## src/sv/fpalu_pkg.sv

```systemverilog
// ----------------------------------------------------------------------------
// fpalu_pkg
// Shared codes, configuration and queue entry types of the binary16 ALU.
// ----------------------------------------------------------------------------
package fpalu_pkg;

  localparam int QUEUE_DEPTH = 4;

  localparam logic [2:0] OP_ADD  = 3'd0;
  localparam logic [2:0] OP_SUB  = 3'd1;
  localparam logic [2:0] OP_MUL  = 3'd2;
  localparam logic [2:0] OP_DIV  = 3'd3;
  localparam logic [2:0] OP_MAX  = 3'd4;
  localparam logic [2:0] OP_MIN  = 3'd5;
  localparam logic [2:0] OP_RSUB = 3'd6;
  localparam logic [2:0] OP_RDIV = 3'd7;

  localparam logic [1:0] BC_NONE = 2'd0;
  localparam logic [1:0] BC_B    = 2'd1;
  localparam logic [1:0] BC_A    = 2'd2;

  localparam logic [1:0] REG_OPERATION = 2'd0;
  localparam logic [1:0] REG_BROADCAST = 2'd1;
  localparam logic [1:0] REG_SCALAR    = 2'd2;

  localparam logic [1:0] KIND_ADD = 2'd0;
  localparam logic [1:0] KIND_MUL = 2'd1;
  localparam logic [1:0] KIND_DIV = 2'd2;

  localparam logic [15:0] DEFAULT_NAN = 16'h7E00;

  typedef struct packed {
    logic [2:0]  operation;
    logic [1:0]  broadcast_mode;
    logic [15:0] scalar_operand;
  } cfg_t;

  typedef struct packed {
    logic        last;
    logic        special;
    logic [15:0] sval;
    logic [1:0]  kind;
    logic        xs;
    logic        ys;
    logic [14:0] xm;
    logic [14:0] ym;
  } fq_t;

endpackage

```

## src/sv/fpalu_front.sv

```systemverilog
// ----------------------------------------------------------------------------
// fpalu_front
// Input register and classifier: broadcast, operand order, NaN, infinity,
// zero and max/min results, and the arithmetic kind for the back end.
// ----------------------------------------------------------------------------
module fpalu_front import fpalu_pkg::*; (
  input  logic        clk,
  input  logic        rst,
  input  cfg_t        cfg,
  input  logic        s_tvalid,
  output logic        s_tready,
  input  logic [31:0] s_tdata,   // a_value [15:0], b_value [31:16]
  input  logic        s_tlast,
  input  logic        q_full,
  output logic        push,
  output fq_t         entry
);

  logic        vld;
  logic [15:0] a_reg;
  logic [15:0] b_reg;
  logic        last_reg;

  logic [15:0] a, b, x, y, yf;
  logic        swap, sub;
  logic        xnan, ynan, xsnan, ysnan, xinf, yinf, xz, yz, gt, eq;

  assign push     = vld && !q_full;
  assign s_tready = !vld || !q_full;

  always_ff @(posedge clk) begin
    if (rst) begin
      vld <= 1'b0;
    end else if (s_tready) begin
      vld <= s_tvalid;
    end
    if (s_tvalid && s_tready) begin
      a_reg    <= s_tdata[15:0];
      b_reg    <= s_tdata[31:16];
      last_reg <= s_tlast;
    end
  end

  always_comb begin
    a = a_reg;
    b = b_reg;
    if (cfg.broadcast_mode == BC_B) begin
      b = cfg.scalar_operand;
    end else if (cfg.broadcast_mode == BC_A) begin
      a = cfg.scalar_operand;
    end
    swap = (cfg.operation == OP_RSUB) || (cfg.operation == OP_RDIV);
    sub  = (cfg.operation == OP_SUB) || (cfg.operation == OP_RSUB);
    x    = swap ? b : a;
    y    = swap ? a : b;
    yf   = {y[15] ^ sub, y[14:0]};

    xnan  = (&x[14:10]) && (|x[9:0]);
    ynan  = (&y[14:10]) && (|y[9:0]);
    xsnan = xnan && !x[9];
    ysnan = ynan && !y[9];
    xinf  = (&x[14:10]) && !(|x[9:0]);
    yinf  = (&y[14:10]) && !(|y[9:0]);
    xz    = (x[14:0] == 15'd0);
    yz    = (y[14:0] == 15'd0);

    eq = (x == y) || (xz && yz);
    if (x[15] != y[15]) begin
      gt = !x[15];
    end else if (!x[15]) begin
      gt = x[14:0] > y[14:0];
    end else begin
      gt = x[14:0] < y[14:0];
    end

    entry.last    = last_reg;
    entry.special = 1'b0;
    entry.sval    = 16'd0;
    entry.xs      = x[15];
    entry.ys      = yf[15];
    entry.xm      = x[14:0];
    entry.ym      = y[14:0];
    case (cfg.operation)
      OP_MUL:            entry.kind = KIND_MUL;
      OP_DIV, OP_RDIV:   entry.kind = KIND_DIV;
      default:           entry.kind = KIND_ADD;
    endcase

    if (xsnan) begin
      entry.special = 1'b1;
      entry.sval    = x | 16'h0200;
    end else if (ysnan) begin
      entry.special = 1'b1;
      entry.sval    = y | 16'h0200;
    end else if (xnan) begin
      entry.special = 1'b1;
      entry.sval    = x;
    end else if (ynan) begin
      entry.special = 1'b1;
      entry.sval    = y;
    end else begin
      case (cfg.operation)
        OP_MAX: begin
          entry.special = 1'b1;
          entry.sval    = eq ? (x & y) : (gt ? x : y);
        end
        OP_MIN: begin
          entry.special = 1'b1;
          entry.sval    = eq ? (x | y) : (gt ? y : x);
        end
        OP_MUL: begin
          if ((xinf && yz) || (xz && yinf)) begin
            entry.special = 1'b1;
            entry.sval    = DEFAULT_NAN;
          end else if (xinf || yinf) begin
            entry.special = 1'b1;
            entry.sval    = {x[15] ^ y[15], 15'h7C00};
          end
        end
        OP_DIV, OP_RDIV: begin
          if ((xz && yz) || (xinf && yinf)) begin
            entry.special = 1'b1;
            entry.sval    = DEFAULT_NAN;
          end else if (yz || xinf) begin
            entry.special = 1'b1;
            entry.sval    = {x[15] ^ y[15], 15'h7C00};
          end else if (yinf || xz) begin
            entry.special = 1'b1;
            entry.sval    = {x[15] ^ y[15], 15'h0000};
          end
        end
        default: begin
          if (xinf && yinf && (x[15] != yf[15])) begin
            entry.special = 1'b1;
            entry.sval    = DEFAULT_NAN;
          end else if (xinf) begin
            entry.special = 1'b1;
            entry.sval    = x;
          end else if (yinf) begin
            entry.special = 1'b1;
            entry.sval    = yf;
          end
        end
      endcase
    end
  end

endmodule

```

## src/sv/fpalu_queue.sv

```systemverilog
// ----------------------------------------------------------------------------
// fpalu_queue
// Small FIFO of classified items between the front end and the back end.
// ----------------------------------------------------------------------------
module fpalu_queue import fpalu_pkg::*; #(
  parameter int DEPTH = QUEUE_DEPTH
) (
  input  logic                       clk,
  input  logic                       rst,
  input  logic                       push,
  input  fq_t                        din,
  input  logic                       pop,
  output fq_t                        dout,
  output logic                       full,
  output logic                       empty,
  output logic [$clog2(DEPTH+1)-1:0] count
);

  localparam int PW = $clog2(DEPTH);
  localparam int CW = $clog2(DEPTH + 1);

  fq_t           mem [DEPTH];
  logic [PW-1:0] wr_ptr;
  logic [PW-1:0] rd_ptr;

  assign full  = (count == CW'(DEPTH));
  assign empty = (count == '0);
  assign dout  = mem[rd_ptr];

  always_ff @(posedge clk) begin
    if (rst) begin
      wr_ptr <= '0;
      rd_ptr <= '0;
      count  <= '0;
    end else begin
      if (push) begin
        wr_ptr <= (wr_ptr == PW'(DEPTH - 1)) ? '0 : wr_ptr + 1'b1;
      end
      if (pop) begin
        rd_ptr <= (rd_ptr == PW'(DEPTH - 1)) ? '0 : rd_ptr + 1'b1;
      end
      if (push && !pop) begin
        count <= count + 1'b1;
      end else if (pop && !push) begin
        count <= count - 1'b1;
      end
    end
    if (push) begin
      mem[wr_ptr] <= din;
    end
  end

endmodule

```

## src/sv/fpalu_back.sv

```systemverilog
// ----------------------------------------------------------------------------
// fpalu_back
// Arithmetic pipeline: operand prep, align and add, two-bit-per-stage
// restoring divide, normalize, denormalize with sticky, round and pack.
// ----------------------------------------------------------------------------
module fpalu_back import fpalu_pkg::*; (
  input  logic        clk,
  input  logic        rst,
  input  logic        q_empty,
  input  fq_t         q_dout,
  output logic        pop,
  output logic        m_tvalid,
  input  logic        m_tready,
  output logic [15:0] m_tdata,   // result_value [15:0]
  output logic        m_tlast
);

  localparam int DIV_STAGES = 7;
  localparam int S_DIV_LAST = 1 + DIV_STAGES;
  localparam int S_ZERO     = S_DIV_LAST + 1;
  localparam int S_NORM     = S_ZERO + 1;
  localparam int S_DENORM   = S_NORM + 1;
  localparam int NS         = S_DENORM + 1;

  typedef struct packed {
    logic        last;
    logic        special;
    logic [15:0] sval;
    logic [1:0]  kind;
    logic        sign;
    logic        sub;
    logic [8:0]  ea;
    logic [8:0]  eb;
    logic [23:0] ma;
    logic [10:0] mb;
    logic [13:0] quo;
    logic        sticky;
    logic [4:0]  lz;
    logic [10:0] q11;
    logic        g;
    logic [6:0]  bem1;
  } bk_t;

  bk_t         stg [1:NS];
  bk_t         nx  [1:NS];
  logic [NS:1] vld;
  logic        adv;

  function automatic logic [3:0] lzc11(input logic [10:0] v);
    logic [3:0] n;
    n = 4'd11;
    for (int i = 0; i < 11; i++) begin
      if (v[i]) n = 4'(10 - i);
    end
    return n;
  endfunction

  function automatic logic [4:0] lzc24(input logic [23:0] v);
    logic [4:0] n;
    n = 5'd0;
    for (int i = 0; i < 24; i++) begin
      if (v[i]) n = 5'(23 - i);
    end
    return n;
  endfunction

  function automatic bk_t prep(input fq_t e);
    bk_t        n;
    logic [4:0] ex, ey;
    logic [10:0] sx, sy;
    logic [3:0] lx, ly;
    logic       xbig;
    n         = '0;
    n.last    = e.last;
    n.special = e.special;
    n.sval    = e.sval;
    n.kind    = e.kind;
    ex   = (e.xm[14:10] == 5'd0) ? 5'd1 : e.xm[14:10];
    ey   = (e.ym[14:10] == 5'd0) ? 5'd1 : e.ym[14:10];
    sx   = {e.xm[14:10] != 5'd0, e.xm[9:0]};
    sy   = {e.ym[14:10] != 5'd0, e.ym[9:0]};
    lx   = lzc11(sx);
    ly   = lzc11(sy);
    xbig = e.xm >= e.ym;
    case (e.kind)
      KIND_MUL: begin
        n.sign = e.xs ^ e.ys;
        n.ma   = 24'(sx * sy);
        n.ea   = 9'(ex) + 9'(ey) - 9'd50;
      end
      KIND_DIV: begin
        n.sign = e.xs ^ e.ys;
        n.ma   = 24'(sx << lx);
        n.mb   = sy << ly;
        n.ea   = 9'(ex) - 9'(lx) - 9'(ey) + 9'(ly) - 9'd13;
      end
      default: begin
        n.sign = xbig ? e.xs : e.ys;
        n.sub  = e.xs ^ e.ys;
        n.ma   = 24'(xbig ? sx : sy);
        n.mb   = xbig ? sy : sx;
        n.ea   = 9'(xbig ? ex : ey);
        n.eb   = xbig ? 9'(ex - ey) : 9'(ey - ex);
      end
    endcase
    return n;
  endfunction

  function automatic bk_t add_step(input bk_t p);
    bk_t         n;
    logic [13:0] ext, sh, le, se;
    logic        lost;
    logic [14:0] sum;
    n   = p;
    ext = {p.mb, 3'b000};
    if (p.eb >= 9'd14) begin
      sh   = 14'd0;
      lost = |p.mb;
    end else begin
      sh   = ext >> p.eb[3:0];
      lost = |(ext & ~(14'h3FFF << p.eb[3:0]));
    end
    se  = {sh[13:1], sh[0] | lost};
    le  = {p.ma[10:0], 3'b000};
    sum = p.sub ? ({1'b0, le} - {1'b0, se}) : ({1'b0, le} + {1'b0, se});
    n.ma = 24'(sum);
    n.ea = p.ea - 9'd28;
    if (sum == 15'd0) begin
      n.sign = p.sign & ~p.sub;
    end
    return n;
  endfunction

  function automatic bk_t div_step(input bk_t p, input logic fin);
    bk_t         n;
    logic [11:0] r;
    logic [13:0] q;
    logic        bit_q;
    n = p;
    r = p.ma[11:0];
    q = p.quo;
    for (int i = 0; i < 2; i++) begin
      bit_q = r >= {1'b0, p.mb};
      if (bit_q) r = r - {1'b0, p.mb};
      q = {q[12:0], bit_q};
      r = {r[10:0], 1'b0};
    end
    n.quo = q;
    if (fin) begin
      n.ma     = 24'(q);
      n.sticky = (r != 12'd0);
    end else begin
      n.ma = 24'(r);
    end
    return n;
  endfunction

  function automatic bk_t zero_step(input bk_t p);
    bk_t n;
    n    = p;
    n.lz = lzc24(p.ma);
    if (!p.special && (p.ma == 24'd0) && !p.sticky) begin
      n.special = 1'b1;
      n.sval    = {p.sign, 15'd0};
    end
    return n;
  endfunction

  function automatic bk_t norm_step(input bk_t p);
    bk_t n;
    n    = p;
    n.ma = p.ma << p.lz;
    n.ea = p.ea - 9'(p.lz);
    return n;
  endfunction

  function automatic bk_t denorm_step(input bk_t p);
    bk_t         n;
    logic        clamp;
    logic [8:0]  shv;
    logic [11:0] t;
    logic        lost;
    n     = p;
    clamp = $signed(p.ea) < -9'sd37;
    shv   = clamp ? (9'h1E7 - p.ea) : 9'd12;
    if (shv >= 9'd24) begin
      t    = 12'd0;
      lost = |p.ma;
    end else begin
      t    = 12'(p.ma >> shv[4:0]);
      lost = |(p.ma & ~(24'hFFFFFF << shv[4:0]));
    end
    n.q11    = t[11:1];
    n.g      = t[0];
    n.sticky = lost | p.sticky;
    n.bem1   = clamp ? 7'd0 : 7'(p.ea + 9'd37);
    return n;
  endfunction

  function automatic bk_t round_step(input bk_t p);
    bk_t         n;
    logic [11:0] qr;
    logic [16:0] val;
    n   = p;
    qr  = {1'b0, p.q11} + 12'(p.g & (p.sticky | p.q11[0]));
    val = {p.bem1, 10'd0} + 17'(qr);
    if (!p.special) begin
      n.sval = (val >= 17'h07C00) ? {p.sign, 15'h7C00} : {p.sign, val[14:0]};
    end
    return n;
  endfunction

  assign adv      = !vld[NS] || m_tready;
  assign pop      = adv && !q_empty;
  assign m_tvalid = vld[NS];
  assign m_tdata  = stg[NS].sval;
  assign m_tlast  = stg[NS].last;

  always_comb begin
    nx[1] = prep(q_dout);
    case (stg[1].kind)
      KIND_ADD: nx[2] = add_step(stg[1]);
      KIND_DIV: nx[2] = div_step(stg[1], 1'b0);
      default:  nx[2] = stg[1];
    endcase
    for (int i = 3; i <= S_DIV_LAST; i++) begin
      nx[i] = (stg[i-1].kind == KIND_DIV) ? div_step(stg[i-1], i == S_DIV_LAST) : stg[i-1];
    end
    nx[S_ZERO]   = zero_step(stg[S_DIV_LAST]);
    nx[S_NORM]   = norm_step(stg[S_ZERO]);
    nx[S_DENORM] = denorm_step(stg[S_NORM]);
    nx[NS]       = round_step(stg[S_DENORM]);
  end

  always_ff @(posedge clk) begin
    if (rst) begin
      vld <= '0;
    end else if (adv) begin
      vld <= {vld[NS-1:1], pop};
    end
    if (adv) begin
      for (int i = 1; i <= NS; i++) begin
        stg[i] <= nx[i];
      end
    end
  end

endmodule

```

## src/sv/fp16_elementwise_binary_alu.sv

```systemverilog
// ----------------------------------------------------------------------------
// fp16_elementwise_binary_alu
// Elementwise IEEE binary16 add, subtract, multiply, divide, max and min.
// ----------------------------------------------------------------------------
// Operands arrive on the s_ stream: tdata holds a_value in the low half and
// b_value in the high half, tlast marks the final element of a vector. Each
// request gives one result on the m_ stream, result_value in tdata and the
// copied marker in tlast, in request order.
// The cfg channel writes operation, broadcast_mode and scalar_operand by
// index; it is always ready and should only be used while the block is idle.
// Throughput is one element per cycle while the receiver accepts results. An
// accepted request passes through one input register, one queue slot, one
// operand prep stage, seven stages of a two-bit-per-stage divider that the
// other operations pass through, and four normalize and round stages.
// When the receiver stalls, the whole pipeline holds; the queue then fills
// and s_tready drops once it is full. Reset clears the registers to add, no
// broadcast and a zero scalar, and empties the pipeline and the queue.
// ----------------------------------------------------------------------------
module fp16_elementwise_binary_alu import fpalu_pkg::*; #(
  parameter int QDEPTH = QUEUE_DEPTH
) (
  input  logic        clk,
  input  logic        rst,
  input  logic        cfg_valid,
  output logic        cfg_ready,
  input  logic [1:0]  cfg_index,
  input  logic [15:0] cfg_data,
  input  logic        s_tvalid,
  output logic        s_tready,
  input  logic [31:0] s_tdata,   // a_value [15:0], b_value [31:16]
  input  logic        s_tlast,
  output logic        m_tvalid,
  input  logic        m_tready,
  output logic [15:0] m_tdata,   // result_value [15:0]
  output logic        m_tlast
);

  cfg_t                        cfg;
  logic                        push, pop, q_full, q_empty;
  fq_t                         q_din, q_dout;
  logic [$clog2(QDEPTH+1)-1:0] q_count;

  assign cfg_ready = 1'b1;

  always_ff @(posedge clk) begin
    if (rst) begin
      cfg <= '0;
    end else if (cfg_valid) begin
      case (cfg_index)
        REG_OPERATION: cfg.operation      <= cfg_data[2:0];
        REG_BROADCAST: cfg.broadcast_mode <= cfg_data[1:0];
        REG_SCALAR:    cfg.scalar_operand <= cfg_data;
        default: begin
        end
      endcase
    end
  end

  fpalu_front u_front (
    .clk      (clk),
    .rst      (rst),
    .cfg      (cfg),
    .s_tvalid (s_tvalid),
    .s_tready (s_tready),
    .s_tdata  (s_tdata),
    .s_tlast  (s_tlast),
    .q_full   (q_full),
    .push     (push),
    .entry    (q_din)
  );

  fpalu_queue #(.DEPTH(QDEPTH)) u_queue (
    .clk   (clk),
    .rst   (rst),
    .push  (push),
    .din   (q_din),
    .pop   (pop),
    .dout  (q_dout),
    .full  (q_full),
    .empty (q_empty),
    .count (q_count)
  );

  fpalu_back u_back (
    .clk      (clk),
    .rst      (rst),
    .q_empty  (q_empty),
    .q_dout   (q_dout),
    .pop      (pop),
    .m_tvalid (m_tvalid),
    .m_tready (m_tready),
    .m_tdata  (m_tdata),
    .m_tlast  (m_tlast)
  );

  a_count_bound: assert property (@(posedge clk) disable iff (rst)
    q_count <= ($clog2(QDEPTH+1))'(QDEPTH))
    else $error("queue count exceeds its depth");

  a_ready_full: assert property (@(posedge clk) disable iff (rst)
    !s_tready |-> q_full)
    else $error("input stalled while the queue has room");

  a_reset_empty: assert property (@(posedge clk)
    rst |=> !m_tvalid)
    else $error("result valid right after reset");

endmodule
```

## config.mk

```make
export PLATFORM = sky130hd
export DESIGN_NAME = fp16_elementwise_binary_alu
export DESIGN_NICKNAME = d
export VERILOG_FILES = /design/src/sv/fpalu_pkg.sv /design/src/sv/fpalu_front.sv /design/src/sv/fpalu_queue.sv /design/src/sv/fpalu_back.sv /design/src/sv/fp16_elementwise_binary_alu.sv
export SDC_FILE = /design/constraint.sdc
export NUM_CORES = 2
export LEC_CHECK = 0
export ABC_AREA = 1
export BUFFER_PORTS_ARGS = -buffer_cell sky130_fd_sc_hd__buf_4
export CORE_UTILIZATION = 45
export CTS_CLUSTER_DIAMETER = 60
export DETAILED_ROUTE_END_ITERATION = 8
export SLEW_MARGIN = 30
export SYNTH_ARGS = -nofsm -noshare
export SYNTH_HDL_FRONTEND = slang
export SYNTH_SLANG_ARGS = --single-unit
```

## constraint.sdc

```tcl
create_clock -name clk -period 44.4 [get_ports clk]
set_input_delay 4.44 -clock clk [delete_from_list [all_inputs] [get_ports clk]]
set_output_delay 4.44 -clock clk [all_outputs]
set_load 0.01 [all_outputs]
```

Yosys cells after proc, flatten, opt, wreduce, memory -nomap -nowiden
Memory sizes are Yosys's and may differ from the RTL's. A register that Yosys moved wholly into a read port is not among the register bits.
Index checks and enable logic that the tools add are counted.
{"block": "word_totals", "reg_bits": 74, "ram_bits": 1576, "input_bits": 56, "word_cells": 313, "n_memories": 2}
{"memory": "u_back.stg", "words": 12, "width": 114, "rd": 12, "rd_ports_with_merged_regs": 0, "wr": 12, "line_no": "fpalu_back.sv:44", "source": "bk_t stg [1:NS];"}
{"memory": "u_queue.mem", "words": 4, "width": 52, "rd": 1, "rd_ports_with_merged_regs": 1, "wr": 1, "line_no": "fpalu_queue.sv:22", "source": "fq_t mem [DEPTH];"}
{"block": "op_classes", "addsub": 34, "n_mul": 1, "n_lt_le_gt_ge": 21, "n_eq_ne": 26, "shifts": 7, "mux": 129, "bitwise_logic": 15, "n_reduce_logical": 67}
{"op": "$mux W74", "n": 6}
{"op": "$mux W17", "n": 13}
{"op": "$pmux W94 S2", "n": 1}
{"op": "$mux W11", "n": 17}
{"op": "$ge A12 B11 Y1", "n": 14}
{"op": "$mux W16", "n": 10}
{"op": "$sub A11 B11 Y11", "n": 14}
{"op": "$mux W5", "n": 27}
{"op": "$pmux W17 S4", "n": 1}
{"op": "$mux W4", "n": 16}
{"op": "$pmux W24 S2", "n": 1}
{"op": "$reduce_or A24 Y1", "n": 2}
{"op": "$logic_not A15 Y1", "n": 3}
{"op": "$mux W15", "n": 2}
{"op": "$mux W14", "n": 2}
{"op": "$mux W9", "n": 3}
{"op": "$and A24 B24 Y24", "n": 1}
{"op": "$eq A2 B2 Y1 const B", "n": 12}
{"op": "$logic_not A24 Y1", "n": 1}
{"op": "$not A24 Y24", "n": 1}
{"op": "$shl A11 B4 Y24", "n": 1}
{"op": "$shl A24 B5 Y24", "n": 1}
{"op": "$shl A24 B5 Y24 const A", "n": 1}
{"op": "$shr A24 B5 Y12", "n": 1}
{"op": "other kinds (66)", "n": 149}

Logic depth before layout (Yosys ltp)
An unclocked memory read counts as a cell.
{"block": "depth", "ltp_word": 25, "ltp_mapped": 32, "depth_no_buf": 30}

Modules after synthesis
A second synthesis with hierarchy kept.
{"block": "unflattened", "hier_cells": 6403, "area_unflattened_um2": 59419.5}
{"mod": "fpalu_back", "instances": 1, "cells_each": 4911, "area_per_inst_um2": 45419.8}
{"mod": "fpalu_queue", "instances": 1, "cells_each": 561, "area_per_inst_um2": 8144.1}
{"mod": "fpalu_front", "instances": 1, "cells_each": 791, "area_per_inst_um2": 4928.5}
{"mod": "fp16_elementwise_binary_alu", "instances": 1, "cells_each": 140, "area_per_inst_um2": 927.1}

Worst setup path before layout
Ideal clock, no wire load.
{"block": "synth_path", "kind": "input-to-reg", "start": "in m_tready", "end": "reg u_back.stg[0][153] (netlist name)", "setup_time_ns": 1.377, "t_arrival_ns": 24.300, "required_time_ns": 43.023, "slack_ns": 18.723, "cell_stages": 3, "cell_sequence": "nor2_1 > inv_1 > clkbuf_1"}
{"item": "start: declaration", "line_no": "fp16_elementwise_binary_alu.sv:33", "source": "input logic m_tready,"}

==> metrics <==
number of I/O port buffers=74; drt pass-1 iters=5; worst path arrival time=8.16 ns; hold depth=0; clk slew on worst S/H paths=~0.060 ns; crit-path cells=inv_2 -> buf_4 -> nand2_1 -> a32oi_2 -> inv_2 -> nor2_1 -> fa_1 -> inv_1 -> fa_1 -> fa_1 -> fa_1 -> inv_1 -> fa_1 -> ha_1 -> nand2_1 -> nor2_1 -> nand2_1 -> o211ai_1 -> nor2_1 -> o21ai_0 -> a31oi_1 -> o21ai_0 -> a21oi_1 -> o21a_1; CP Launch Type=flop; routability congestion estimate=around 0.94; Total GRT Usage=~23%; Core ar.=~130000 um2; Initial Utilization=between 40% and 50%; r2r setup slk=about 37 ns; Fmax=approximately 130 MHz; slowest CP cell=buf_4; cell count after synthesis=6307; Die ar.=roughly 130000 um2; R2R Path End=u_back.stg[0][183]; CTS Sinks=1008; largest register by flop count=u_back.stg; CTS resizes=0; cell taking the most area after synthesis=edfxtp_1; CTS max path bufs=3; launch point of the worst hold path=u_back.stg[0][663]; WL/cell=18.72 um; dpl hpwl=112700 um; Slew HR=34.83%; Worst Skew=around 0.05 ns; sequential element share of the synthesized area=50.57%; Post-CTS Setup Repair Bufs=0; leading registers by flop count=u_back.stg x724, u_queue.mem x208, cfg x21; final max-slew violation count=0; Max Cap Viol=0; CP dominant cell by count=fa_1; status=complete, no violations; initial antenna violation count=4; ys async rst share=0%; Tightest Pin Transition=between 0.9 and 1 ns; Crit path largest cell delay=approximately 0.67 ns; EDFF count, synth=between 900 and 1000; final WL=around 150000 um; root buf cell=clkbuf_16; Finish-stage setup viols=0; crit path max fanout=72; I/O pins=76; r2r worst-path depth=24; Syn-to-layout area delta=9.405%; fraction of layout cells with a size suffix above 1=under 10%; fin crit period=about 7.7 ns; post-synthesis register bit count=approximately 1000; final hold vios=0; Net count, final=a little under 7000; fillers=~12000; largest net degree at the start of global routing=approximately 210; Crit. End Element=flop; post-synth top area share=slightly below 50%; grt total ovfl=0; die width=about 360 um; vias in the first global route=between 40000 and 50000; kind of critical path=flop to flop; Die Height=between 300 and 400 um; yosys warns=0; TNS Setup=0 ns; Post-synth top flop=edfxtp_1; Cell variety after synth=73; CTS tree=yes; DR vias/cell=roughly 5.3; hold buffers post-CTS=0; Antenna Cells=0; WP data required=44.90 ns; number of buffers created by CTS=between 100 and 150; unrepaired setup endpoints after global routing=false; Routed Antenna Nets=0; Hold WC Path Type=flop to flop; first-pass GRT wire length=around 230000 um; most frequent cells in the layout=nand2_1 (1303), edfxtp_1 (965), inv_1 (846); max reg flops=between 700 and 800; top cells by area, synth=edfxtp_1 (49%), nand2_1 (8.3%), ha_1 (7.6%), inv_1 (5.4%), o21ai_0 (3.9%); hold endpoint=u_back.stg[0][777]; H-tree levels=3; final period utilization=about 17%; DR iter-0 viols=between 3000 and 4000; drc violations=0; commonest non-fill, non-tap cell in the layout=nand2_1; Synth Cell Area=just under 60000 um2; via count=roughly 43000; Mean Syn Cell Area=9.355 um2; Core Rows=132; clk_lat worst skew=roughly 0.75 ns
stage by stage:
stage	std cells	hold WS [ns]	setup WS [ns]	instance area, um2	util [%]
2_1_floorplan	6308	0.4003	18.72	59010	-
3_3_place_gp	7949	0.4003	36.84	61040	47.02
3_5_place_dp	7949	0.4045	36.75	61050	47.03
4_1_cts	8147	0.4030	36.76	64490	49.68
5_1_grt	8149	0.4088	36.25	64550	49.73
6_report	8149	0.4079	36.74	64550	49.73
cell type report:
type	instances	area, um2	share of cell area (%)
clock buffers	131	2768	4.287
clock inverters	67	679.4	1.052
inverters	890	3356	5.198
multi-input cells	4190	24750	38.34
flip-flops and latches	1008	29840	46.23
well taps	1742	2180	3.376
repair buffers	121	977.2	1.514
cell families (layout without fill, tap and decap cells):
kind of cell | count (synthesis) | in the layout | synth area share (%)
and+or+nand+nor | 2336 | 2336 | 16.27
other | 2 | 3 | 0.01273
AOI/OAI and AO/OA | 1232 | 1232 | 12.05
DFF | 1008 | 1008 | 50.57
muxes | 6 | 6 | 0.1018
xor gates and xnor gates | 148 | 148 | 2.197
buffers and inverters | 1110 | 1209 | 7.577
adders and majority gates | 465 | 465 | 11.22
synthesized netlist by cell type, drive strengths merged, types with 6 or more instances:
cell / n
xor2: 97
nor4: 16
o21bai: 16
fa: 107
nand3: 289
o2111ai: 9
a221oi: 6
a211oi: 33
nand4: 39
o31ai: 10
clkbuf: 130
inv: 876
o211ai: 53
ha: 358
o22ai: 38
nor3: 63
nand2: 1333
nand3b: 7
a32oi: 15
dfxtp: 43
a21oi: 444
a31oi: 16
a32o: 11
and3: 6
o21a: 13
a21o: 10
clkinv: 14
o21ai: 524
or2: 26
edfxtp: 965
buf: 90
mux2i: 6
o221ai: 11
nor2: 552
xnor2: 51
metal layers:
metal  up-vias  track usage, %  part of all wire [%]
met1     20500           30.19                    44
met3       273           3.069                   5.0
met5         -               0                     0
li1      21330               -                     -
met4         0           10.04                   4.5
met2      1089           36.94                    47
worst max path at each step:
stage / start / end / slack (ns) / cells after the start
floorplan: m_tready / u_back.stg[0][153] / 18.72 / 3
global placement: flop / u_back.stg[0][183] / 36.84 / 24
detailed placement: flop / u_back.stg[0][183] / 36.75 / 26
CTS: flop / u_back.stg[0][183] / 36.76 / 26
global route: flop / u_back.stg[0][183] / 36.25 / 26
finish: flop / u_back.stg[0][183] / 36.74 / 24
worst max-delay path: cells and delay by family, from the launching register on:
| family | cells | cell delay [ns] |
|---|---|---|
| AOI/OAI and AO/OA | 7 | 1.72 |
| adders and majority gates | 6 | 2.83 |
| buffers and inverters | 5 | 1.54 |
| DFF | 1 | 0.49 |
| and+or+nand+nor | 6 | 0.77 |
Power is left out: the tool's default activity adds up to more than one toggle a clock period on the data nets, which glitch-free logic cannot reach.
